`config.mk`:
```
export PLATFORM = sky130hd
export DESIGN_NAME = svm16_front
export DESIGN_NICKNAME = d
export VERILOG_FILES = /design/src/sv/stack_vm16_execute_core_assert.svh /design/src/sv/svm16_pkg.sv /design/src/sv/svm16_front.sv
export SDC_FILE = /design/constraint.sdc
export NUM_CORES = 1
export LEC_CHECK = 0
export ABC_AREA = 1
export BUFFER_PORTS_ARGS = -buffer_cell sky130_fd_sc_hd__buf_2
export CAP_MARGIN = 20
export CORE_UTILIZATION = 55
export DETAILED_ROUTE_END_ITERATION = 6
export MAX_ROUTING_LAYER = met4
export PLACE_DENSITY = 0.89
export SYNTH_ARGS = -nofsm -noshare
export SYNTH_HDL_FRONTEND = slang
export SYNTH_SLANG_ARGS = --single-unit
```
`constraint.sdc`:
```
create_clock -name clk -period 7.7 [get_ports clk]
set_input_delay 0 -clock clk [delete_from_list [all_inputs] [get_ports clk]]
set_output_delay 0 -clock clk [all_outputs]
set_load 0.1 [all_outputs]
```
`src/sv/stack_vm16_execute_core_assert.svh`:
```
// ----------------------------------------------------------------------------
// assertion macros for the stack vm execute core
// concurrent checks that can be compiled out with ASSERT_OFF
// ----------------------------------------------------------------------------
`ifndef STACK_VM16_EXECUTE_CORE_ASSERT_SVH
`define STACK_VM16_EXECUTE_CORE_ASSERT_SVH
`ifndef ASSERT_OFF
`define SVM_ASSERT_IMPL(label, clk, rst_n, ante, cons) \
    label: assert property (@(posedge clk) disable iff (!rst_n) (ante) |-> (cons)) \
        else $error("assertion failed");
`define SVM_ASSERT_NEXT(label, clk, rst_n, ante, cons) \
    label: assert property (@(posedge clk) disable iff (!rst_n) (ante) |=> (cons)) \
        else $error("assertion failed");
`else
`define SVM_ASSERT_IMPL(label, clk, rst_n, ante, cons)
`define SVM_ASSERT_NEXT(label, clk, rst_n, ante, cons)
`endif
`endif

```
`src/sv/svm16_pkg.sv`:
```
// ----------------------------------------------------------------------------
// svm16_pkg
// shared types and constants of the stack vm execute core
// ----------------------------------------------------------------------------
package svm16_pkg;
    localparam int REG_COUNT_DEF     = 16;
    localparam int DATA_WORDS_DEF    = 256;
    localparam int STACK_WORDS_DEF   = 256;
    localparam int PROGRAM_WORDS_DEF = 4096;
    localparam int STACK_TOP_GAP_DEF = 1;
    localparam int INSTR_WORDS       = 4;

    typedef enum logic [4:0] {
        OP_NOP, OP_ADD, OP_SUB, OP_MUL, OP_DIV, OP_MOD, OP_AND, OP_OR, OP_XOR, OP_NOT,
        OP_SHL, OP_SHR, OP_MOV, OP_SET, OP_ALWAYS, OP_EQ, OP_NEQ, OP_GT, OP_LT, OP_LE,
        OP_GE, OP_NEVER, OP_PUSH, OP_POP, OP_READ, OP_WRITE, OP_CALL, OP_RET, OP_HALT,
        OP_END, OP_BAD
    } op_t;

    localparam logic [3:0] ST_OK = 4'd0, ST_HALT = 4'd1, ST_DIV0 = 4'd2, ST_MOD0 = 4'd3,
        ST_OVER = 4'd4, ST_UNDER = 4'd5, ST_BADOP = 4'd6, ST_BADIO = 4'd7, ST_END = 4'd8;
    localparam logic [15:0] IO_MEM = 16'd0, IO_DISK = 16'd1, IO_CON = 16'd2, IO_EXT = 16'd3;
    localparam logic [1:0] OK_NONE = 2'd0, OK_CHAR = 2'd1, OK_DEC = 2'd2;

    typedef struct packed {
        op_t         op;
        logic [15:0] a;
        logic [15:0] b;
        logic [15:0] t;
        logic [15:0] ch;
    } instr_t;

    typedef struct packed {
        logic [15:0] next_pc;
        logic        running;
        logic [3:0]  status;
        logic [1:0]  out_kind;
        logic [15:0] out_value;
        logic        char_taken;
    } result_t;

    function automatic op_t decode_op(input logic [15:0] code);
        op_t r;
        r = OP_BAD;
        if (code <= 16'd29)
            r = op_t'(code[4:0]);
        return r;
    endfunction
endpackage

```
`src/sv/svm16_front.sv`:
```
// ----------------------------------------------------------------------------
// svm16_front
// accepts requests, decodes opcodes and buffers them in a short queue
// ----------------------------------------------------------------------------
module svm16_front (
    input  logic                clk,
    input  logic                rst_n,
    input  logic                s_tvalid,
    output logic                s_tready,
    input  logic [79:0]         s_tdata,
    output logic                q_valid,
    input  logic                q_ready,
    output svm16_pkg::instr_t   q_instr
);
    import svm16_pkg::*;

    instr_t q_reg [2];
    logic   wr_ptr_reg, rd_ptr_reg;
    logic [1:0] cnt_reg;
    logic push, pop;
    instr_t din;

    always_comb
    begin
        din.op = decode_op(s_tdata[15:0]);
        din.a  = s_tdata[31:16];
        din.b  = s_tdata[47:32];
        din.t  = s_tdata[63:48];
        din.ch = s_tdata[79:64];
    end

    assign s_tready = (cnt_reg != 2'd2);
    assign push     = s_tvalid && s_tready;
    assign q_valid  = (cnt_reg != 2'd0);
    assign pop      = q_valid && q_ready;
    assign q_instr  = q_reg[rd_ptr_reg];

    always_ff @(posedge clk)
    begin
        if (push)
            q_reg[wr_ptr_reg] <= din;
    end

    always_ff @(posedge clk or negedge rst_n)
    begin
        if (!rst_n)
        begin
            wr_ptr_reg <= 1'b0;
            rd_ptr_reg <= 1'b0;
            cnt_reg    <= 2'd0;
        end
        else
        begin
            if (push)
                wr_ptr_reg <= ~wr_ptr_reg;
            if (pop)
                rd_ptr_reg <= ~rd_ptr_reg;
            cnt_reg <= cnt_reg + {1'b0, push} - {1'b0, pop};
        end
    end
endmodule

```
==> impl_metrics.yaml <==
die:
  fp.coreArea_um2: 9328
  rows: 35
  initial_core_util_pct: 57.44
  dieHeight_um: 100.7
  pin_count: 155
  dieArea_um2: 10140
  fp.dieW_um: 100.7
routing:
  viasPerCell: 4.924
  route.detailed.drc: 0
  routed_wirelength_um: 12660
  post_drt_wl_per_cell_um: 16.04
  dr.pass1.iters: 4
  ant_nets: 0
  vias: 3885
  dr.first_iter.drc_count: 197
worst_setup_path:
  critPathArrivalTime_ns: 2.88
  crit_buf_inv: 5
  crit_chain: "dlygate4sd3_1, buf_2, nor2_1, dlygate4sd3_1, nand2_1, dlygate4sd3_1, nor2_2, nand3b_1, dlygate4sd3_1"
  worstSetupPathType: "input port to flop"
  cpPeakStageDelay_ns: 0.60
  crit_required_ns: 7.95
  crit_family: "buffers and inverters"
  critPathCaptureType: "flop"
  cp_slowest_cell: "dlygate4sd3_1"
  cp_common_cell: "dlygate4sd3_1"
  critPathLaunchType: "input port"
  r2r_start: "cnt_reg[1]$_DFF_PN0_"
  startpoint: "s_tdata[9]"
  crit_path_max_fanout: 5
clock_tree:
  cts_sinks: 142
  cts_buffer_depth: 2
  h-tree-depth: 4
  clk_pin_slew_worst_paths_ns: 0.06
  cts_tree: "done"
  ctsResizeCount: 0
  clk_latency_ns: 0.50
  clock-root-buffer: "clkbuf_8"
  cts-buffers-inserted: 17
synthesis:
  synth.cell_area_um2: 5358
  synth_cell_types: 18
  synth_top_area_share_pct: 77.35
  synth_seq_cells: 142
  yosys-top-cells-area: "edfxtp_1 77%, nand2_1 15%, dfrtp_1 1.9%"
  synth_area_leader_cell: "edfxtp_1"
  synth_seq_area_share_pct: 79.22
  yosysWarnings: 0
  synth_nets: 490
  avgSynthCellArea_um2: 13.26
  synth_cells: 404
finish:
  drive_gt1_share_pct: 29.55
  num_antenna_cells: 0
  layout_commonest_cell: "nand2_1"
  final_cells: 789
  syn_to_final_growth_pct: 41.78
  nets: 733
  mostFrequentLayoutCells: "215 x nand2_1, 154 x buf_2, 138 x edfxtp_1"
  largest_reg_flops: 138
placement:
  globalplace.congestion: 0.7645
  place_ws_ns: 5.317
  place_hpwl_um: 6575
  dp_cells: 675
  io_buffers: 154
global_routing:
  grt_max_degree: 71
  grt_pass1_vias: 4047
  grt-ovfl-total: 0
  grt_pass1_wl_um: 18920
  antenna_found_initial: 0
  grt_usage_pct: 26.65
sta:
  tns_ns: 0
  setup_slack_ns: 5.066
  finalSetupViolations: 0
  worst_pin_slew_ns: 0.8707
  fin_crit_sh_pct: 34.20
  timing.fmax_mhz: 379.7
  min_period_ns: 2.634
  rsz0062_at_grt: "false"
  skew_ns: 0.006141
  max_slew_margin_pct: 41.82
  hold_viol: 0
  drv_slew: 0
min_path:
  hold_class: "input port to flop"
  min_from: "s_tdata[42]"
status:
  run_status: "finished, final reports clean"
run:
  drv_cap: 0
routing by layer:
layer,GRT usage [%],routed length (um),vias up
met5,-,0,-
met4,12.82,335,0
met3,5.548,882,31
met2,48.00,6969,199
met1,27.78,4471,1815
li1,-,-,1840
logic make-up after synthesis:
| family | share of synthesized area, % |
|---|---|
| AO/OA/AOI/OAI | 0.09332 |
| XOR/XNOR | 0.6307 |
| adder cells (fa/ha/maj) | 0.4670 |
| buffers and inverters | 2.756 |
| flip-flops | 79.22 |
| AND/OR/NAND/NOR | 16.84 |
Yosys cell counts:
cell type  count
a21oi_1        1
buf_2          5
buf_4          6
buf_6          4
dfrtp_1        4
edfxtp_1     138
ha_1           2
inv_1          7
inv_4          1
nand2_1      215
nand2_2        1
nand3b_1       4
nor2_1        10
nor2_2         2
or2_4          1
xnor2_1        1
xor2_1         1
xor2_2         1
path summary, 6_finish.rpt:
| kind | slack, ns | cells after the start | end |
|---|---|---|---|
| min in group asynchronous | 0.39 | 3 | rd_ptr_reg$_DFFE_PN0P_ |
| worst max register to register | 5.32 | 4 | q_reg[0][33]$_DFFE_PP_ |
| max in group asynchronous | 7.12 | 3 | rd_ptr_reg$_DFFE_PN0P_ |
| worst min-delay path | 0.22 | 2 | q_reg[0][42]$_DFFE_PP_ |
| worst max-delay path | 5.07 | 9 | q_reg[1][65]$_DFFE_PP_ |
| worst min register to register | 0.56 | 1 | cnt_reg[0]$_DFF_PN0_ |
cell type report:
type	count	area (um^2)
inverter	8	32.53
clock buffer	18	417.9
fill	488	1732
clock inverter	14	143.9
timing repair buffer	239	1614
tap	129	161.4
sequential	142	4245
multi-input combinational	239	980.9
what timing repair did:
action	4_1_cts	5_1_grt
buffers inserted	0	0
endpoints found under the hold margin	144	0
hold buffers	82	0
per-stage QoR:
step / hold WS (ns) / util [%] / instance area, um^2
CTS: 0.1901 / 81.44 / 7596
floorplan: -0.2956 / - / 5358
finish: 0.2175 / 81.44 / 7596
detailed placement: -0.1867 / 66.61 / 6213
global route: 0.2008 / 81.44 / 7596
global placement: -0.1921 / 66.61 / 6213
Power is not shown: default switching activity piles up to over one toggle a cycle in this logic, so the estimate is an artifact.
